[config.mk]
export PLATFORM = sky130hd
export DESIGN_NAME = status_led_pattern_generator_flat
export DESIGN_NICKNAME = d
export VERILOG_FILES = /design/src/sv/slpg_pkg.sv /design/src/sv/slpg_in_if.sv /design/src/sv/slpg_out_if.sv /design/src/sv/status_led_pattern_generator.sv /design/src/sv/slpg_regs.sv /design/src/sv/slpg_divider.sv /design/src/flat_wrapper.sv
export SDC_FILE = /design/constraint.sdc
export NUM_CORES = 2
export LEC_CHECK = 0
export ABC_AREA = 1
export BUFFER_PORTS_ARGS = -buffer_cell sky130_fd_sc_hd__buf_4
export CORE_ASPECT_RATIO = 1.4
export CORE_MARGIN = 4
export CORE_UTILIZATION = 50
export CTS_CLUSTER_DIAMETER = 80
export DETAILED_ROUTE_END_ITERATION = 8
export PLACE_DENSITY = 0.69
export RECOVER_POWER = 100
export SLEW_MARGIN = 20
export SYNTH_ARGS = -nofsm -noshare
export SYNTH_HDL_FRONTEND = slang
export SYNTH_HIERARCHICAL = 1
export SYNTH_SLANG_ARGS = --single-unit
export TNS_END_PERCENT = 50
[constraint.sdc]
create_clock -name clk -period 5.9 [get_ports clk]
set_clock_uncertainty 0.1 [all_clocks]
set_input_delay 0.295 -clock clk [delete_from_list [all_inputs] [get_ports clk]]
set_output_delay 0.295 -clock clk [all_outputs]
set_load 0.01 [all_outputs]
[src/sv/slpg_pkg.sv]
// Shared types, constants and helpers for the status LED pattern generator.
package slpg_pkg;

  // Constant divisors, all below 2048, and their floor(2^32/d) reciprocals
  localparam int unsigned DSR_W = 11;
  localparam int unsigned RCP_W = 27;

  localparam logic [DSR_W-1:0] DIV_60   = 11'd60;
  localparam logic [DSR_W-1:0] DIV_500  = 11'd500;
  localparam logic [DSR_W-1:0] DIV_700  = 11'd700;
  localparam logic [DSR_W-1:0] DIV_1400 = 11'd1400;
  localparam logic [DSR_W-1:0] DIV_1500 = 11'd1500;

  localparam logic [RCP_W-1:0] RCP_60   = 27'd71582788;
  localparam logic [RCP_W-1:0] RCP_500  = 27'd8589934;
  localparam logic [RCP_W-1:0] RCP_700  = 27'd6135667;
  localparam logic [RCP_W-1:0] RCP_1400 = 27'd3067833;
  localparam logic [RCP_W-1:0] RCP_1500 = 27'd2863311;

  // Register file
  localparam int unsigned ADDR_W = 3;
  localparam logic [ADDR_W-3:0] REG_BRIGHTNESS = 1'b0;
  localparam logic [7:0] BRIGHT_RESET = 8'd64;

  // Network state codes
  localparam logic [2:0] NET_BOOT    = 3'd0;
  localparam logic [2:0] NET_BUTTON  = 3'd1;
  localparam logic [2:0] NET_STATION = 3'd2;
  localparam logic [2:0] NET_PROV    = 3'd3;
  localparam logic [2:0] NET_ERROR   = 3'd4;

  // Item kinds
  localparam logic FUNC_RENDER   = 1'b0;
  localparam logic FUNC_ACTIVITY = 1'b1;

  typedef enum logic [2:0] {
    PAT_OFFLINE = 3'd0,
    PAT_CLIENT  = 3'd1,
    PAT_BOOT    = 3'd2,
    PAT_BUTTON  = 3'd3,
    PAT_STATION = 3'd4,
    PAT_PROV    = 3'd5,
    PAT_ERROR   = 3'd6
  } pattern_t;

  typedef struct packed {
    logic             start;
    logic [31:0]      dividend;
    logic [DSR_W-1:0] divisor;
  } div_req_t;

  typedef struct packed {
    logic             done;
    logic [31:0]      quot;
    logic [DSR_W-1:0] rem;
  } div_rsp_t;

  // x / 255 for x up to 255*255, by reciprocal shift with correction
  function automatic logic [7:0] div255(input logic [15:0] x);
    logic [16:0] s;
    s = {1'b0, x} + 17'(x >> 8) + 17'd1;
    return s[15:8];
  endfunction

endpackage

[src/sv/slpg_in_if.sv]
// Render and activity word channel into the pattern generator.
interface slpg_in_if;
  logic        valid;
  logic        ready;
  logic        func;
  logic [31:0] now_ms;
  logic [2:0]  net_state;
  logic        client_connected;
  logic        offline_mode;

  modport source (output valid, func, now_ms, net_state, client_connected, offline_mode,
                  input ready);
  modport sink (input valid, func, now_ms, net_state, client_connected, offline_mode,
                output ready);
endinterface

[src/sv/slpg_out_if.sv]
// Colour word channel out of the pattern generator.
interface slpg_out_if;
  logic       valid;
  logic       ready;
  logic [7:0] red;
  logic [7:0] green;
  logic [7:0] blue;

  modport source (output valid, red, green, blue, input ready);
  modport sink (input valid, red, green, blue, output ready);
endinterface

[src/sv/status_led_pattern_generator.sv]
// Status LED pattern generator: picks, scales and de-duplicates the RGB colour.
// Activity word: accepted with no result. Render word: a reciprocal division of the time,
// a second division for the level in the button window pattern, then three channel scalings
// on one multiplier, then the emit state loads the result register; a stalled result holds
// the emit state. A new word is taken only in the idle state, once the last render is through.
// Reset (rst, synchronous): brightness 64, stored colour cleared, so the first render emits.
module status_led_pattern_generator #(
  parameter int unsigned ACTIVITY_HOLD = 150
) (
  input  logic                         clk,
  input  logic                         rst,
  slpg_in_if.sink                      item,
  slpg_out_if.source                   result,
  input  logic                         psel,
  input  logic                         penable,
  input  logic                         pwrite,
  input  logic [slpg_pkg::ADDR_W-1:0]  paddr,
  input  logic [31:0]                  pwdata,
  output logic [31:0]                  prdata,
  output logic                         pready
);

  localparam logic [31:0] HOLD = 32'(ACTIVITY_HOLD);

  typedef enum logic [4:0] {
    S_IDLE = 5'b00001,
    S_DIV  = 5'b00010,
    S_LVL  = 5'b00100,
    S_DIM  = 5'b01000,
    S_EMIT = 5'b10000
  } state_t;

  state_t             state, state_next;
  slpg_pkg::pattern_t pat, pat_in;
  logic               pat_ok;
  logic               recent;
  logic [31:0]        last_act;
  logic [31:0]        since;
  logic [7:0]         brightness;
  logic [1:0]         ch;
  logic [7:0]         base [3];
  logic [7:0]         scaled [3];
  logic [7:0]         last_red, last_green, last_blue;
  logic               last_valid;
  logic               out_valid;
  logic [7:0]         out_red, out_green, out_blue;
  logic               accept, render_go, out_load, same;
  logic [7:0]         col_r, col_g, col_b;
  logic [10:0]        lvl_arg;
  logic [18:0]        lvl_num;
  logic [15:0]        m_prod;
  logic [7:0]         m_lvl;
  logic [15:0]        dim_prod;
  logic [slpg_pkg::DSR_W-1:0] div_in;
  logic               pip;

  slpg_pkg::div_req_t div_req;
  slpg_pkg::div_rsp_t div_rsp;

  slpg_regs u_regs (
    .clk        (clk),
    .rst        (rst),
    .psel       (psel),
    .penable    (penable),
    .pwrite     (pwrite),
    .paddr      (paddr),
    .pwdata     (pwdata),
    .prdata     (prdata),
    .pready     (pready),
    .brightness (brightness)
  );

  slpg_divider u_div (
    .clk (clk),
    .rst (rst),
    .req (div_req),
    .rsp (div_rsp)
  );

  assign item.ready = (state == S_IDLE);
  assign accept     = item.valid && item.ready;
  assign since      = item.now_ms - last_act;

  // Pick the pattern: offline first, then client, then network state
  always_comb begin
    pat_ok = 1'b1;
    pat_in = slpg_pkg::PAT_BOOT;
    if (item.offline_mode) begin
      pat_in = slpg_pkg::PAT_OFFLINE;
    end else if (item.client_connected) begin
      pat_in = slpg_pkg::PAT_CLIENT;
    end else begin
      unique case (item.net_state)
        slpg_pkg::NET_BOOT:    pat_in = slpg_pkg::PAT_BOOT;
        slpg_pkg::NET_BUTTON:  pat_in = slpg_pkg::PAT_BUTTON;
        slpg_pkg::NET_STATION: pat_in = slpg_pkg::PAT_STATION;
        slpg_pkg::NET_PROV:    pat_in = slpg_pkg::PAT_PROV;
        slpg_pkg::NET_ERROR:   pat_in = slpg_pkg::PAT_ERROR;
        default:               pat_ok = 1'b0;
      endcase
    end
  end

  always_comb begin
    unique case (pat_in)
      slpg_pkg::PAT_OFFLINE: div_in = slpg_pkg::DIV_1500;
      slpg_pkg::PAT_CLIENT:  div_in = slpg_pkg::DIV_60;
      slpg_pkg::PAT_BUTTON:  div_in = slpg_pkg::DIV_1400;
      default:               div_in = slpg_pkg::DIV_500;
    endcase
  end

  assign render_go = accept && item.func == slpg_pkg::FUNC_RENDER && pat_ok;

  // Triangle level: ph*255 on the rising half, (1400-ph)*255 on the falling half
  assign lvl_arg = (div_rsp.rem < 11'd700) ? div_rsp.rem : 11'd1400 - div_rsp.rem;
  assign lvl_num = 19'(lvl_arg) * 19'd255;
  assign m_prod  = 16'(div_rsp.quot[7:0]) * 16'd150;
  assign m_lvl   = slpg_pkg::div255(m_prod);

  assign div_req.start    = render_go ||
                            (state == S_DIV && div_rsp.done && pat == slpg_pkg::PAT_BUTTON);
  assign div_req.dividend = (state == S_IDLE) ? item.now_ms : 32'(lvl_num);
  assign div_req.divisor  = (state == S_IDLE) ? div_in : slpg_pkg::DIV_700;

  // Base colour from the time quotient bit and phase remainder
  assign pip = (div_rsp.rem < 11'd90) || (div_rsp.rem >= 11'd210 && div_rsp.rem < 11'd300);

  always_comb begin
    col_r = 8'd0;
    col_g = 8'd0;
    col_b = 8'd0;
    case (pat)
      slpg_pkg::PAT_OFFLINE: begin
        col_r = pip ? 8'd255 : 8'd0;
        col_g = pip ? 8'd60 : 8'd0;
      end
      slpg_pkg::PAT_CLIENT: begin
        if (recent) begin
          col_g = div_rsp.quot[0] ? 8'd220 : 8'd70;
          col_b = div_rsp.quot[0] ? 8'd90 : 8'd25;
        end else begin
          col_g = 8'd90;
        end
      end
      slpg_pkg::PAT_BOOT: begin
        col_r = div_rsp.quot[0] ? 8'd90 : 8'd0;
        col_g = div_rsp.quot[0] ? 8'd55 : 8'd0;
      end
      slpg_pkg::PAT_STATION: col_b = div_rsp.quot[0] ? 8'd110 : 8'd10;
      slpg_pkg::PAT_PROV: begin
        col_g = div_rsp.quot[0] ? 8'd130 : 8'd0;
        col_b = div_rsp.quot[0] ? 8'd130 : 8'd0;
      end
      slpg_pkg::PAT_ERROR: col_r = div_rsp.quot[0] ? 8'd140 : 8'd0;
      default: begin
        col_r = 8'd0;
      end
    endcase
  end

  assign dim_prod = 16'(base[ch]) * 16'(brightness);

  assign same = last_valid && scaled[0] == last_red && scaled[1] == last_green &&
                scaled[2] == last_blue;
  assign out_load = (state == S_EMIT) && !same && (!out_valid || result.ready);

  always_comb begin
    state_next = state;
    unique case (state)
      S_IDLE: if (render_go) state_next = S_DIV;
      S_DIV: begin
        if (div_rsp.done) state_next = (pat == slpg_pkg::PAT_BUTTON) ? S_LVL : S_DIM;
      end
      S_LVL:  if (div_rsp.done) state_next = S_DIM;
      S_DIM:  if (ch == 2'd2) state_next = S_EMIT;
      S_EMIT: if (same || out_load) state_next = S_IDLE;
      default: state_next = S_IDLE;
    endcase
  end

  always_ff @(posedge clk) begin
    if (rst) begin
      state      <= S_IDLE;
      last_act   <= '0;
      last_red   <= '0;
      last_green <= '0;
      last_blue  <= '0;
      last_valid <= 1'b0;
      out_valid  <= 1'b0;
      ch         <= '0;
    end else begin
      state <= state_next;
      if (accept && item.func == slpg_pkg::FUNC_ACTIVITY) begin
        last_act <= item.now_ms;
      end
      if (state != S_DIM) begin
        ch <= '0;
      end else begin
        ch <= ch + 2'd1;
      end
      if (out_load) begin
        last_red   <= scaled[0];
        last_green <= scaled[1];
        last_blue  <= scaled[2];
        last_valid <= 1'b1;
      end
      // Hold the word until taken; a new load may replace it in the same cycle
      if (out_load) begin
        out_valid <= 1'b1;
      end else if (result.ready) begin
        out_valid <= 1'b0;
      end
    end
  end

  always_ff @(posedge clk) begin
    if (render_go) begin
      pat    <= pat_in;
      recent <= since < HOLD;
    end
    if (state == S_DIV && div_rsp.done && pat != slpg_pkg::PAT_BUTTON) begin
      base[0] <= col_r;
      base[1] <= col_g;
      base[2] <= col_b;
    end
    if (state == S_LVL && div_rsp.done) begin
      base[0] <= m_lvl;
      base[1] <= 8'd0;
      base[2] <= m_lvl;
    end
    if (state == S_DIM) begin
      scaled[ch] <= slpg_pkg::div255(dim_prod);
    end
    if (out_load) begin
      out_red   <= scaled[0];
      out_green <= scaled[1];
      out_blue  <= scaled[2];
    end
  end

  assign result.valid = out_valid;
  assign result.red   = out_red;
  assign result.green = out_green;
  assign result.blue  = out_blue;

  a_div_done_state: assert property (@(posedge clk) disable iff (rst)
    div_rsp.done |-> (state == S_DIV || state == S_LVL))
    else $error("divider finished outside a division state");

  a_out_from_emit: assert property (@(posedge clk) disable iff (rst)
    $rose(out_valid) |-> $past(state == S_EMIT))
    else $error("colour word raised outside the emit state");

  a_out_has_last: assert property (@(posedge clk) disable iff (rst)
    out_valid |-> last_valid)
    else $error("colour word pending without a stored colour");

  a_idle_after_emit: assert property (@(posedge clk) disable iff (rst)
    out_load |=> state == S_IDLE)
    else $error("sequencer did not return to idle after a colour load");

endmodule

[src/sv/slpg_regs.sv]
// APB register block holding the master brightness.
module slpg_regs (
  input  logic                         clk,
  input  logic                         rst,
  input  logic                         psel,
  input  logic                         penable,
  input  logic                         pwrite,
  input  logic [slpg_pkg::ADDR_W-1:0]  paddr,
  input  logic [31:0]                  pwdata,
  output logic [31:0]                  prdata,
  output logic                         pready,
  output logic [7:0]                   brightness
);

  logic [slpg_pkg::ADDR_W-3:0] idx;
  logic                        wr;

  assign idx    = paddr[slpg_pkg::ADDR_W-1:2];
  assign pready = 1'b1;
  assign wr     = psel && penable && pwrite && pready;

  always_ff @(posedge clk) begin
    if (rst) begin
      brightness <= slpg_pkg::BRIGHT_RESET;
    end else if (wr && idx == slpg_pkg::REG_BRIGHTNESS) begin
      brightness <= pwdata[7:0];
    end
  end

  always_comb begin
    unique case (idx)
      slpg_pkg::REG_BRIGHTNESS: prdata = {24'd0, brightness};
      default:                  prdata = 32'd0;
    endcase
  end

endmodule

[src/sv/slpg_divider.sv]
// Constant divider: reciprocal multiply, back-multiply and one correction step.
module slpg_divider (
  input  logic                clk,
  input  logic                rst,
  input  slpg_pkg::div_req_t  req,
  output slpg_pkg::div_rsp_t  rsp
);

  localparam int unsigned PROD_W = slpg_pkg::RCP_W + 32;

  logic                         run1, run2, run3;
  logic                         done;
  logic [31:0]                  dvd;
  logic [slpg_pkg::DSR_W-1:0]   dsr;
  logic [slpg_pkg::RCP_W-1:0]   rcp;
  logic [slpg_pkg::RCP_W-1:0]   rcp_sel;
  logic [PROD_W-1:0]            prod;
  logic [slpg_pkg::RCP_W-1:0]   qe;
  logic [31:0]                  back;
  logic [31:0]                  rfull;
  logic [slpg_pkg::DSR_W:0]     rraw;
  logic                         ge;
  logic [slpg_pkg::DSR_W:0]     diff;
  logic [31:0]                  quot;
  logic [slpg_pkg::DSR_W-1:0]   rem;

  always_comb begin
    unique case (req.divisor)
      slpg_pkg::DIV_60:   rcp_sel = slpg_pkg::RCP_60;
      slpg_pkg::DIV_500:  rcp_sel = slpg_pkg::RCP_500;
      slpg_pkg::DIV_700:  rcp_sel = slpg_pkg::RCP_700;
      slpg_pkg::DIV_1400: rcp_sel = slpg_pkg::RCP_1400;
      slpg_pkg::DIV_1500: rcp_sel = slpg_pkg::RCP_1500;
      default:            rcp_sel = '0;
    endcase
  end

  // The estimate from floor(2^32/d) falls short of the quotient by at most one,
  // so the raw remainder stays below twice the divisor
  assign prod  = PROD_W'(dvd) * PROD_W'(rcp);
  assign back  = 32'(qe) * 32'(dsr);
  assign rfull = dvd - back;
  assign ge    = rraw >= {1'b0, dsr};
  assign diff  = rraw - {1'b0, dsr};

  always_ff @(posedge clk) begin
    if (rst) begin
      run1 <= 1'b0;
      run2 <= 1'b0;
      run3 <= 1'b0;
      done <= 1'b0;
    end else begin
      run1 <= req.start;
      run2 <= run1;
      run3 <= run2;
      done <= run3;
    end
  end

  always_ff @(posedge clk) begin
    if (req.start) begin
      dvd <= req.dividend;
      dsr <= req.divisor;
      rcp <= rcp_sel;
    end
    if (run1) begin
      qe <= prod[PROD_W-1:32];
    end
    if (run2) begin
      rraw <= rfull[slpg_pkg::DSR_W:0];
    end
    // Fold the short estimate back in
    if (run3) begin
      quot <= 32'(qe) + (ge ? 32'd1 : 32'd0);
      rem  <= ge ? diff[slpg_pkg::DSR_W-1:0] : rraw[slpg_pkg::DSR_W-1:0];
    end
  end

  assign rsp.done = done;
  assign rsp.quot = quot;
  assign rsp.rem  = rem;

endmodule

[src/flat_wrapper.sv]
// flat-port wrapper written by rule: the top's interface ports become plain ports
module status_led_pattern_generator_flat 
#(
  parameter int unsigned ACTIVITY_HOLD = 150
)
  (clk, rst, psel, penable, pwrite, paddr, pwdata, prdata, pready, item_valid, item_func, item_now_ms, item_net_state, item_client_connected, item_offline_mode, item_ready, result_valid, result_red, result_green, result_blue, result_ready);
  slpg_in_if item_i ();
  slpg_out_if result_i ();
  input  logic clk;
  input  logic rst;
  input  logic psel;
  input  logic penable;
  input  logic pwrite;
  input  logic [slpg_pkg::ADDR_W-1:0] paddr;
  input  logic [31:0] pwdata;
  output logic [31:0] prdata;
  output logic pready;
  input wire logic [$bits(item_i.valid)-1:0] item_valid;
  input wire logic [$bits(item_i.func)-1:0] item_func;
  input wire logic [$bits(item_i.now_ms)-1:0] item_now_ms;
  input wire logic [$bits(item_i.net_state)-1:0] item_net_state;
  input wire logic [$bits(item_i.client_connected)-1:0] item_client_connected;
  input wire logic [$bits(item_i.offline_mode)-1:0] item_offline_mode;
  output wire logic [$bits(item_i.ready)-1:0] item_ready;
  output wire logic [$bits(result_i.valid)-1:0] result_valid;
  output wire logic [$bits(result_i.red)-1:0] result_red;
  output wire logic [$bits(result_i.green)-1:0] result_green;
  output wire logic [$bits(result_i.blue)-1:0] result_blue;
  input wire logic [$bits(result_i.ready)-1:0] result_ready;
  assign item_i.valid = item_valid;
  assign item_i.func = item_func;
  assign item_i.now_ms = item_now_ms;
  assign item_i.net_state = item_net_state;
  assign item_i.client_connected = item_client_connected;
  assign item_i.offline_mode = item_offline_mode;
  assign item_ready = item_i.ready;
  assign result_valid = result_i.valid;
  assign result_red = result_i.red;
  assign result_green = result_i.green;
  assign result_blue = result_i.blue;
  assign result_i.ready = result_ready;
  status_led_pattern_generator #(.ACTIVITY_HOLD(ACTIVITY_HOLD)) u_core (.clk(clk), .rst(rst), .item(item_i), .result(result_i), .psel(psel), .penable(penable), .pwrite(pwrite), .paddr(paddr), .pwdata(pwdata), .prdata(prdata), .pready(pready));
endmodule
Word-level counts from Yosys, hierarchy flattened:

Memory sizes are Yosys's and may differ from the RTL's. A register that Yosys moved wholly into a read port is not among the register bits.
Index checks and enable logic that the tools add are counted.

* register bits after elaboration: 233
* bits in writable memories: 48
* input port bits: 80
* output and inout bits: 59
* word-level logic and storage cells: 164
* memories: 2

* $add $sub $neg: 10
* $mul: 5
* order comparisons: 6
* equality and inequality tests: 33
* muxes and demuxes: 47
* bitwise logic cells: 5
* reduce and logical (&&, ||, !) cells: 30

Memories
* u_core.base: words 3, width 8, read ports 1, clocked after Yosys merged registers in 1, write ports 3, line status_led_pattern_generator.sv:41 `logic [7:0] base [3];`
* u_core.scaled: words 3, width 8, read ports 3, clocked after Yosys merged registers in 0, write ports 1, line status_led_pattern_generator.sv:42 `logic [7:0] scaled [3];`

Operators by type and width (number)
* $pmux W27 S5: 1
* $mux W8: 10
* $mul A32 B27 Y59: 1
* $pmux W8 S3: 2
* $mux W11: 3
* $pmux W11 S3: 1
* $add A16 B1 Y16 const B: 2
* $add A16 B8 Y16: 2
* $lt A32 B8 Y1 const B: 1
* $pmux W8 S4: 1
* $sub A32 B32 Y32: 1
* $mul A27 B11 Y12: 1
* $mux W5: 5
* $pmux W5 S5: 1
* $eq A8 B8 Y1: 3
* $eq A11 B11 Y1 const B: 2
* $mux W7: 3
* $mul A11 B8 Y19 const B: 1
* $mux W19: 1
* $logic_and A1 B1 Y1: 17
* $mul A8 B8 Y16: 1
* $eq A3 B2 Y1 const B: 5
* $mul A8 B7 Y15 const B: 1
* $eq A3 B3 Y1 const B: 4
* 39 further kinds: 66

Longest topological paths before layout:

An unclocked memory read counts as a cell.

* word-level depth: 11
* depth in mapped cells: 37
* depth with buffers taken out: 35

Hierarchy:

The synthesis kept the hierarchy.

Modules (own cells, without submodules)
* slpg_divider: times used 1, cells an instance 4105, area each 34385.5 µm², seq. area each 4164.0 µm²
* status_led_pattern_generator: times used 1, cells an instance 2126, area each 15049.4 µm², seq. area each 3583.4 µm²
* slpg_regs: times used 1, cells an instance 98, area each 659.4 µm², seq. area each 160.2 µm²

Worst setup path after synthesis:

No wires, ideal clock.

* path kind: flip-flop to flip-flop
* from: reg u_core/u_div/rcp[16] (netlist name)
* to: reg u_core/u_div/qe[11] (netlist name) (data pin)
* setup time: 0.261 ns
* data arrival time: 6.039 ns
* required time: 5.539 ns
* setup slack: -0.500 ns
* cell stages (with the launch flop): 23
* buffers on the path: 2
* clock period less this slack: 6.400 ns
* path through: edfxtp_1 -> clkbuf_1 -> buf_1 -> nand2_1 -> fa_1 -> inv_1 -> fa_1 -> fa_1 -> fa_1 -> fa_1 -> fa_1 -> inv_1 -> fa_1 -> inv_1 -> ha_1 -> nand2_1 -> inv_1 -> a21oi_1 -> inv_1 -> a21oi_1 -> a21boi_0 -> nand3_1 -> xor2_1

* cells in the longest elaborated chain, start to end: 1

RTL lines
* start, declared: line slpg_divider.sv:15 `logic [slpg_pkg::RCP_W-1:0] rcp;`
* start signal, assigned: line slpg_divider.sv:64 `rcp <= rcp_sel;`
* $mul A32 B27 Y59: line slpg_divider.sv:40 `assign prod = PROD_W'(dvd) * PROD_W'(rcp);`
* named net u_core.u_div.prod[43]: line slpg_divider.sv:17 `logic [PROD_W-1:0] prod;`
* end signal, assigned: line slpg_divider.sv:67 `qe <= prod[PROD_W-1:32];`
* end, declared: line slpg_divider.sv:18 `logic [slpg_pkg::RCP_W-1:0] qe;`

The timed path passes the listed nets, and every way through them passes these cells.
A chain may end at the register's enable or synchronous reset.

Final worst setup path:

* from: reg u_core/u_div/rcp[17] (netlist name)
* to: reg u_core/u_div/qe[5] (netlist name) (data pin)

The elaborated chain is that of the path after synthesis.

==> run metrics <==
status finished, violations left; failing checks capacitance limit, slew limit, setup timing; Hold Path Stages 5; Slew HR -83.5%; Ant. Diodes 0; most frequent cells in the layout 1628 x inv_1, 1074 x nand2_1, 705 x fa_1, 540 x buf_4, 324 x nor2_1; initial antenna violation count 0; routed vias/inst around 5; Die Area 93800 um^2; Core ar. 88300 um^2; ANT nets after route 0; Synth Area per Inst 7.90 um^2; Total Routing Usage GR 28.9%; largest net degree at the start of global routing 59; Routed WL per cell ~18 um; TritonCTS buffer count 30; endpoints failing setup 36; dpl hpwl 115000 um; required time worst endpoint 6160 ps; clock sink total 254; DR DRC count 0; cell area after synthesis 44500 um^2; Max Freq 155 MHz; CTS Root Buffer Type clkbuf_16; Arr. time, crit path 6720 ps; GR peak layer met2; Port Buffers 87; RSZ-0062 raised after global routing yes; Final Slew Violations 143; Top Ports 139; RePlAce Congestion 1.02; final wirelength around 130000 um; Crit Path Max Fanout 5; Slew @ Worst Pin between 2000 and 3000 ps; FP Rows between 100 and 150; GR Overflow Total 0; synthesis-to-finish area growth 22.1%; R2R depth 31; M3 GR Usage 2.51%; fillcell total 7655; worst-case clock buffer depth 3; crit path launch type register; synthesized instance count 5629; Initial Util 50.4%; warnings from Yosys 6; Hold Vio Cnt, Final 0; initial DRC count about 2300; H-Tree Depth 1; Tmin final 6460 ps; met2 usage a little over half; chip height 361 um; Slowest-stage cell, CP fa_1; Placement Setup Slack -850 ps; HP Start result_ready; crit path launch u_core/u_div/rcp[17]$_DFFE_PP_; vias 37400; max_cap viols 3; vias in the first global route 39700; met1 Use GR 31.5%; CP endpoint kind register; TritonCTS clock tree done; worst setup margin -558 ps; ratio of cells with drive above 1 in the final layout 18.6%; Min Hold Slack 32.3 ps; first-pass GRT wire length 212000 um; Initial DRT Pass Iterations 6; clock-pin slew on the worst setup and hold paths approximately 60 ps; Worst R2R Start u_core/u_div/rcp[17]$_DFFE_PP_; hold crit path type in2reg; Final Cycle Share 109%; worst setup path class reg2reg; CP peak stage delay 570 ps; commonest non-fill, non-tap cell in the layout inv_1; die width 260 um; worst skew pair latency 610 ps; Nets 7461
[critical path, delay by kind of cell (launching register included)]
family        cells  cell delay (ps)
flops             1              430
fa+ha+maj         8             3830
simple gates      9              550
buf+inv          14             1280
[area by class of cell]
cell class / count / area (um^2) / area share (%)
clock buffers: 37 / 808 / 1.49
clock inverters: 19 / 201 / 0.371
inverters: 1728 / 6500 / 12.0
multi-input cells: 3521 / 32300 / 59.5
flip-flops and latches: 254 / 6860 / 12.6
well taps: 1179 / 1480 / 2.72
repair buffers: 732 / 6160 / 11.4
repair inverters: 1 / 6.26 / 0.0115
[registers in the layout, summed over array words and instances (netlist names), 2 cells and up]
| register | cells |
|---|---|
| u_core/last_act | 32 |
| u_core/last_green | 8 |
| u_core/u_div/rem | 11 |
| u_core/u_div/dvd | 32 |
| u_core/u_div/dsr | 11 |
| u_core/u_div/qe | 12 |
| u_core/result.red | 8 |
| u_core/pat | 3 |
| u_core/base | 24 |
| u_core/ch | 2 |
| u_core/u_div/quot | 8 |
| u_core/result.blue | 8 |
| u_core/u_div/rraw | 12 |
| u_core/u_regs/brightness | 8 |
| u_core/last_red | 8 |
| u_core/scaled | 24 |
| u_core/state | 5 |
| u_core/last_blue | 8 |
| u_core/u_div/rcp | 15 |
| u_core/result.green | 8 |
[what timing repair did]
action / 4_1_cts / 5_1_grt
endpoints found under the hold margin: 78 / 0
hold buffers: 51 / 0
pin swaps: 203 / 114
cloned: 4 / 4
buffers inserted: 56 / 20
setup endpoints to repair: 36 / 45
gates resized for setup: 388 / 165
[stage by stage]
step                      setup TNS (ps)  util (%)  cell area, um^2  std cells
after floorplan                     -662         -            44900       5659
final                             -14020      61.5            54300       7471
after detailed placement          -17010      57.2            50500       7281
after CTS                          -4770      61.0            53800       7447
after global placement            -15650      57.2            50500       7281
after global routing              -24690      61.5            54300       7471
[routing by layer]
metal  share of wire (%)  routed length [um]
met4                 9.6               13000
met1                  35               46900
met2                  51               69100
met5                   0                   0
met3                 4.4                5900
[worst paths after layout]
check                                     end  slack (ps)
max              u_core/u_div/qe[5]$_DFFE_PP_        -560
min          u_core/result.valid$_SDFFE_PP0P_          30
max reg2reg      u_core/u_div/qe[5]$_DFFE_PP_        -560
min reg2reg   u_core/last_act[4]$_SDFFE_PP0P_         360
Power is not shown: default switching activity piles up to over one toggle a cycle in this logic, so the estimate is an artifact.
